[config.mk]
export PLATFORM = sky130hd
export DESIGN_NAME = vfv_ctrl
export DESIGN_NICKNAME = d
export VERILOG_FILES = /design/src/design/vfv_pkg.sv /design/src/design/vfv_ctrl.sv
export SDC_FILE = /design/constraint.sdc
export NUM_CORES = 1
export LEC_CHECK = 0
export BUFFER_PORTS_ARGS = -buffer_cell sky130_fd_sc_hd__buf_4
export CAP_MARGIN = 20
export CORE_AREA = 2 2 39 41
export CTS_CLUSTER_DIAMETER = 200
export DETAILED_ROUTE_END_ITERATION = 10
export DIE_AREA = 0 0 41 43
export PLACE_DENSITY = 0.7
export SLEW_MARGIN = 20
export SYNTH_ARGS = -nofsm -noshare
export SYNTH_HDL_FRONTEND = slang
export SYNTH_SLANG_ARGS = --single-unit
[constraint.sdc]
create_clock -name clk -period 1.8 [get_ports clk]
set_input_delay 0.27 -clock clk [delete_from_list [all_inputs] [get_ports clk]]
set_output_delay 0.27 -clock clk [all_outputs]
set_load 0.02 [all_outputs]
[src/design/vfv_pkg.sv]
// vfv_pkg: shared types and constants for the voxel face visibility block
// field widths, request and register codes, read steps, controller/datapath structs
// no dependencies

package vfv_pkg;

	localparam int SIDE_XZ_DEF       = 16;
	localparam int COLUMN_HEIGHT_DEF = 64;

	localparam int CELL_X_W  = 4;
	localparam int CELL_Y_W  = 6;
	localparam int CELL_Z_W  = 4;
	localparam int TYPE_W    = 3;
	localparam int MASK_W    = 6;
	localparam int ORIGIN_W  = 13;
	localparam int WORLD_W   = 17;
	localparam int S_DATA_W  = 24;
	localparam int M_DATA_W  = 56;
	localparam int STEP_W    = 3;

	localparam logic [TYPE_W-1:0] AIR = 3'd0;

	localparam logic REQ_WRITE = 1'b0;
	localparam logic REQ_QUERY = 1'b1;

	localparam logic REG_ORIGIN_X = 1'b0;
	localparam logic REG_ORIGIN_Z = 1'b1;

	// read steps: the cell itself, then one neighbor per face bit (face = step - 1)
	localparam logic [STEP_W-1:0] RD_CTR  = 3'd0;
	localparam logic [STEP_W-1:0] RD_ZP   = 3'd1;
	localparam logic [STEP_W-1:0] RD_ZN   = 3'd2;
	localparam logic [STEP_W-1:0] RD_XN   = 3'd3;
	localparam logic [STEP_W-1:0] RD_XP   = 3'd4;
	localparam logic [STEP_W-1:0] RD_YP   = 3'd5;
	localparam logic [STEP_W-1:0] RD_YN   = 3'd6;
	localparam logic [STEP_W-1:0] RD_LAST = 3'd7;

	typedef struct packed {
		logic              load;
		logic              clr;
		logic              wr;
		logic              rd;
		logic [STEP_W-1:0] rd_sel;
		logic              cap;
		logic [STEP_W-1:0] cap_sel;
		logic              out_load;
	} cmd_t;

	typedef struct packed {
		logic clr_done;
		logic is_query;
		logic in_chunk;
	} sts_t;

endpackage

[src/design/vfv_ctrl.sv]
// vfv_ctrl: sequencer for clearing pass, write, seven-read query and result handoff
// depends on vfv_pkg

module vfv_ctrl (
	input  logic          clk,
	input  logic          arst_n,
	input  logic          s_valid,
	output logic          s_ready,
	output logic          m_valid,
	input  logic          m_ready,
	input  vfv_pkg::sts_t sts,
	output vfv_pkg::cmd_t cmd
);

	localparam logic [2:0] ST_CLEAR  = 3'd0;
	localparam logic [2:0] ST_IDLE   = 3'd1;
	localparam logic [2:0] ST_DECODE = 3'd2;
	localparam logic [2:0] ST_READ   = 3'd3;
	localparam logic [2:0] ST_DONE   = 3'd4;

	logic [2:0]                  state_q;
	logic [2:0]                  state_d;
	logic [vfv_pkg::STEP_W-1:0]  rd_cnt_q;
	logic [vfv_pkg::STEP_W-1:0]  rd_cnt_d;
	logic                        out_valid_q;

	always_comb begin
		state_d  = state_q;
		rd_cnt_d = rd_cnt_q;
		cmd      = '0;
		s_ready  = 1'b0;
		case (state_q)
			ST_CLEAR: begin
				cmd.clr = 1'b1;
				if (sts.clr_done) begin
					state_d = ST_IDLE;
				end
			end
			ST_IDLE: begin
				s_ready = 1'b1;
				if (s_valid) begin
					cmd.load = 1'b1;
					state_d  = ST_DECODE;
				end
			end
			ST_DECODE: begin
				if (sts.is_query && sts.in_chunk) begin
					rd_cnt_d = vfv_pkg::RD_CTR;
					state_d  = ST_READ;
				end else begin
					cmd.wr  = !sts.is_query && sts.in_chunk;
					state_d = ST_DONE;
				end
			end
			ST_READ: begin
				cmd.rd      = (rd_cnt_q != vfv_pkg::RD_LAST);
				cmd.rd_sel  = rd_cnt_q;
				cmd.cap     = (rd_cnt_q != vfv_pkg::RD_CTR);
				cmd.cap_sel = rd_cnt_q - 3'd1;
				rd_cnt_d    = rd_cnt_q + 3'd1;
				if (rd_cnt_q == vfv_pkg::RD_LAST) begin
					state_d = ST_DONE;
				end
			end
			ST_DONE: begin
				if (!out_valid_q || m_ready) begin
					cmd.out_load = 1'b1;
					state_d      = ST_IDLE;
				end
			end
			default: begin
				state_d = ST_IDLE;
			end
		endcase
	end

	always_ff @(posedge clk or negedge arst_n) begin
		if (!arst_n) begin
			state_q     <= ST_CLEAR;
			rd_cnt_q    <= '0;
			out_valid_q <= 1'b0;
		end else begin
			state_q  <= state_d;
			rd_cnt_q <= rd_cnt_d;
			if (cmd.out_load) begin
				out_valid_q <= 1'b1;
			end else if (m_ready) begin
				out_valid_q <= 1'b0;
			end
		end
	end

	assign m_valid = out_valid_q;

	a_accept_decode: assert property (@(posedge clk) disable iff (!arst_n)
		(s_valid && s_ready) |=> (state_q == ST_DECODE))
		else $error("accepted item not decoded");

	a_load_idle: assert property (@(posedge clk) disable iff (!arst_n)
		cmd.out_load |=> (state_q == ST_IDLE && out_valid_q))
		else $error("result load did not return to idle");

	a_write_gate: assert property (@(posedge clk) disable iff (!arst_n)
		cmd.wr |-> (!sts.is_query && sts.in_chunk && state_q == ST_DECODE))
		else $error("store write outside a valid write item");

	a_read_end: assert property (@(posedge clk) disable iff (!arst_n)
		(state_q == ST_READ && rd_cnt_q == vfv_pkg::RD_LAST) |=> (state_q == ST_DONE))
		else $error("query read sequence did not finish");

endmodule

==> flow_summary_export.csv <==
group,metric,value,unit
die,core-area,0.00138,mm²
critical_path,worstReg2RegEnd,"state_q[0]",
yosys,syn_inst,59,
die,die_area,0.00176,mm²
power_and_ir_drop,internal_power,675,µW
yosys,post-synth-top-area-cell,"dfrtp_1",
die,floorplan.die.height,43,µm
routing,drt_iter0_drc,3,
critical_path,ff2ff_path_depth,5,
sta,setup_slack,0.101,ns
power_and_ir_drop,leakage_power_figure,0.362,nW
yosys,synth_largest_type_area_fraction,34.0,%
power_and_ir_drop,clock_power_share,11.7,%
global_routing,grt.overflow.total,0,
routing,dr.pass1.iters,2,
flow_run,maxCapViolations,0,
clock_network,tritoncts_clock_tree,"yes",
power_and_ir_drop,power.total,1.22,mW
yosys,syn_area_per_cell,8.74,µm²
hold_path,hold_path_startpoint,"m_ready",
yosys,yosys.area_share.simple,26.7,%
die,top_level_ports,21,
outcome,status,"completed",
sta,layout_worst_path_cycle_share,94.4,%
yosys,area_share_of_fa_ha_maj_cells_after_synthesis,9.71,%
clock_network,clkTransAtPathRegs,0.05,ns
sta,max_slew.worst_pin.slew,0.371,ns
placed_design,dp_hpwl,793,µm
critical_path,critPathKind,"reg2out",
sta,fmax,588,MHz
hold_path,hold_path.class,"in2reg",
critical_path,critPathLaunchType,"register",
critical_path,critical_path.reg2reg.startpoint,"rd_cnt_q[0]",
critical_path,critical-path-slowest-cell,"dfrtp_2",
hold_path,timing.hold.worst_endpoint,"m_valid",
placed_design,finalWeightedCongestion,0.715,
global_routing,number_of_antenna_violations_at_the_first_check_in_global_routing,0,
yosys,netlist_top_cells_area,"dfrtp_1 (34%), ha_1 (9.7%), nor2_1 (6.6%)",
clock_network,clock_path_buffers,2,
critical_path,worst_ep_arrival_time,1.43,ns
critical_path,r2r_slack,0.33,ns
cells_and_area,antenna_cells,0,
routing,drt.antenna.violating_nets,0,
clock_network,tritoncts_num_sinks,7,
clock_network,ctsRootBufferMaster,"clkbuf_4",
critical_path,cp_top_family,"flip-flops",
sta,max-slew-margin-rel,75.3,%
cells_and_area,nets,93,
placed_design,placement.setup.worst_slack,0.257,ns
hold_path,hold_path_depth,2,
critical_path,worstPathRequired,1.53,ns
critical_path,critical_path_buf_inv_count,1,
sta,report.final.slew_viol_count,0,
sta,clk_skew,0.000858,ns
power_and_ir_drop,comb_power_share,60.4,%
yosys,synth-seq-cells,7,
yosys,synthXorXnorAreaFrac,1.70,%
cells_and_area,area_delta_synth_final,37.1,%
power_and_ir_drop,vdd.ir_drop.worst,0.000572,V
routing,vias_per_cell,4.78,
clock_network,postCtsSetupBuffers,0,
die,starting_density_of_the_core,37.3,%
sta,grt_setup_unrepaired,"false",
global_routing,grt_pass1_vias,403,
yosys,netlist-cell-type-count,26,
routing,num_vias,464,
yosys,synth-seq-area-share,34.0,%
yosys,syn_area,515,µm²
die,fp.dieW,41,µm
sta,period_minus_slack,1.70,ns
critical_path,worstPathMaxFanout,8,
die,placementRows,14,
clock_network,insertion_delay_of_the_later_clocked_pin_in_the_worst_skew_pair,0.25,ns
critical_path,setup_crit_end_kind,"output port",
routing,wl_per_cell,10.8,µm
power_and_ir_drop,p_sw_share,44.9,%
sta,hold-worst-slack,0.220,ns
global_routing,grt_start_max_net_pins,14,
yosys,dominant_combinational_cell_family_by_area_after_synthesis,"simple AND/OR/NAND/NOR gates",
sta,finalSetupViolations,0,
yosys,compound_gate_fraction_of_synth_area,15.3,%
power_and_ir_drop,power_density,1730,mW/mm²
global_routing,grt_use_total,13.9,%
sta,report.final.hold_viol_count,0,
clock_network,htree_levels,1,
global_routing,grt_pass1_wl,1.62,mm
power_and_ir_drop,power.share.sequential,27.8,%
clock_network,cts-buffers-inserted,3,
yosys,synth.yosys.warnings,0,
routing,drcViolationCount,0,
routing,postRouteWirelength,1.04,mm
critical_path,cp_cell_sequence,"and2b_4 -> nand2_2 -> a21oi_1 -> buf_4",
cells_and_area,drive_gt1_share,38.3,%
yosys,synth.mux.area_fraction,5.10,%
placed_design,port_buffers,20,
sta,fin_setup_tns,0,ns
yosys,postSynthNetCount,70,
critical_path,max_stage_delay,0.45,ns
power_and_ir_drop,power.switching,549,µW
power by group through the flow:
stage | registers (mW) | clock network, mW | logic [mW]
after floorplan | 0.281 | 0 | 0.572
after global placement | 0.335 | 0 | 0.735
after detailed placement | 0.339 | 0 | 0.743
after CTS | 0.341 | 0.149 | 0.752
after global routing | 0.354 | 0.162 | 0.812
final | 0.341 | 0.143 | 0.740
worst register-to-register path: cells and delay by family, from the launching register on:
| kind | cells | cell delay (ns) |
|---|---|---|
| muxes | 1 | 0.27 |
| AOI/OAI and AO/OA | 2 | 0.28 |
| adders and majority gates | 2 | 0.44 |
| DFF | 1 | 0.42 |
cells in the final DEF (no fill, tap or decap), drive strengths merged, types with 2 or more instances in the layout:
cell type	count
a21oi	5
a22o	2
and2	2
and2b	2
buf	20
clkbuf	4
dfrtp	7
ha	4
inv	5
mux2	2
nand2	4
nor2	9
nor3	2
o21ai	4
state kept, by name, indices dropped and copies added, names as in the netlist:
name / flops
m_valid: 1
state_q: 3
rd_cnt_q: 3
cells by family after synthesis:
group           count (synthesis)
compound gates                 12
xor+xnor                        1
fa+ha+maj                       4
buf+inv                         8
flops                           7
mux                             2
simple gates                   25
cell usage after synthesis:
library cell  n
nand3b_1      1
nor3_1        2
and2b_1       1
xnor2_1       1
a21oi_1       4
dfrtp_1       7
nor2b_1       1
o21ai_2       1
buf_4         2
o21ai_0       3
mux2_2        1
nand2_1       4
and3b_1       1
nor3b_1       1
and2_1        2
and2b_4       1
ha_1          4
buf_2         1
and3_1        1
o22a_1        1
a22o_1        2
and4bb_1      1
a21oi_2       1
nor2_1        9
mux2_4        1
inv_1         5
worst max path at each step:
stage / startpoint / endpoint / slack, ns / cells past startpoint
detailed placement: state_q[1] / cmd[4] / 0.26 / 4
CTS: state_q[2] / cmd[4] / 0.07 / 4
floorplan: state_q[1] / cmd[11] / 0.11 / 3
global route: state_q[0] / cmd[11] / 0.003 / 3
global placement: state_q[2] / cmd[4] / 0.29 / 4
finish: state_q[2] / cmd[4] / 0.10 / 4
metal layers:
metal  wire (µm)  share of wire [%]  GRT usage, %  up-vias
met5           0                  0             0        -
met4           0                  0          10.0        0
met3          78                7.5          3.14        0
met2         481                 46          19.1       16
met1         483                 46          18.1      205
li1            -                  -             -      243
per-stage QoR:
| step | util (%) | area, µm² | cells |
|---|---|---|---|
| 2_1_floorplan | - | 515 | 59 |
| 3_3_place_gp | 48.1 | 666 | 92 |
| 3_5_place_dp | 48.1 | 666 | 92 |
| 4_1_cts | 51.0 | 706 | 97 |
| 5_1_grt | 51.1 | 707 | 97 |
| 6_report | 51.1 | 707 | 97 |
timing repair:
action                                  4_1_cts  5_1_grt
hold endpoints to repair                      7        0
hold buffers                                  1        0
resized for setup                             2        1
endpoints found under the setup margin        1        1
pin swaps                                     0        0
area by class of cell:
cell class | count | area, µm²
Clock buffer | 4 | 26.3
Fill cell | 134 | 677
Inverter | 5 | 18.8
Multi-Input combinational cell | 44 | 304
Sequential cell | 7 | 178
Tap cell | 16 | 20.0
Timing Repair Buffer | 21 | 160
Power figures use the tool's default switching activity.
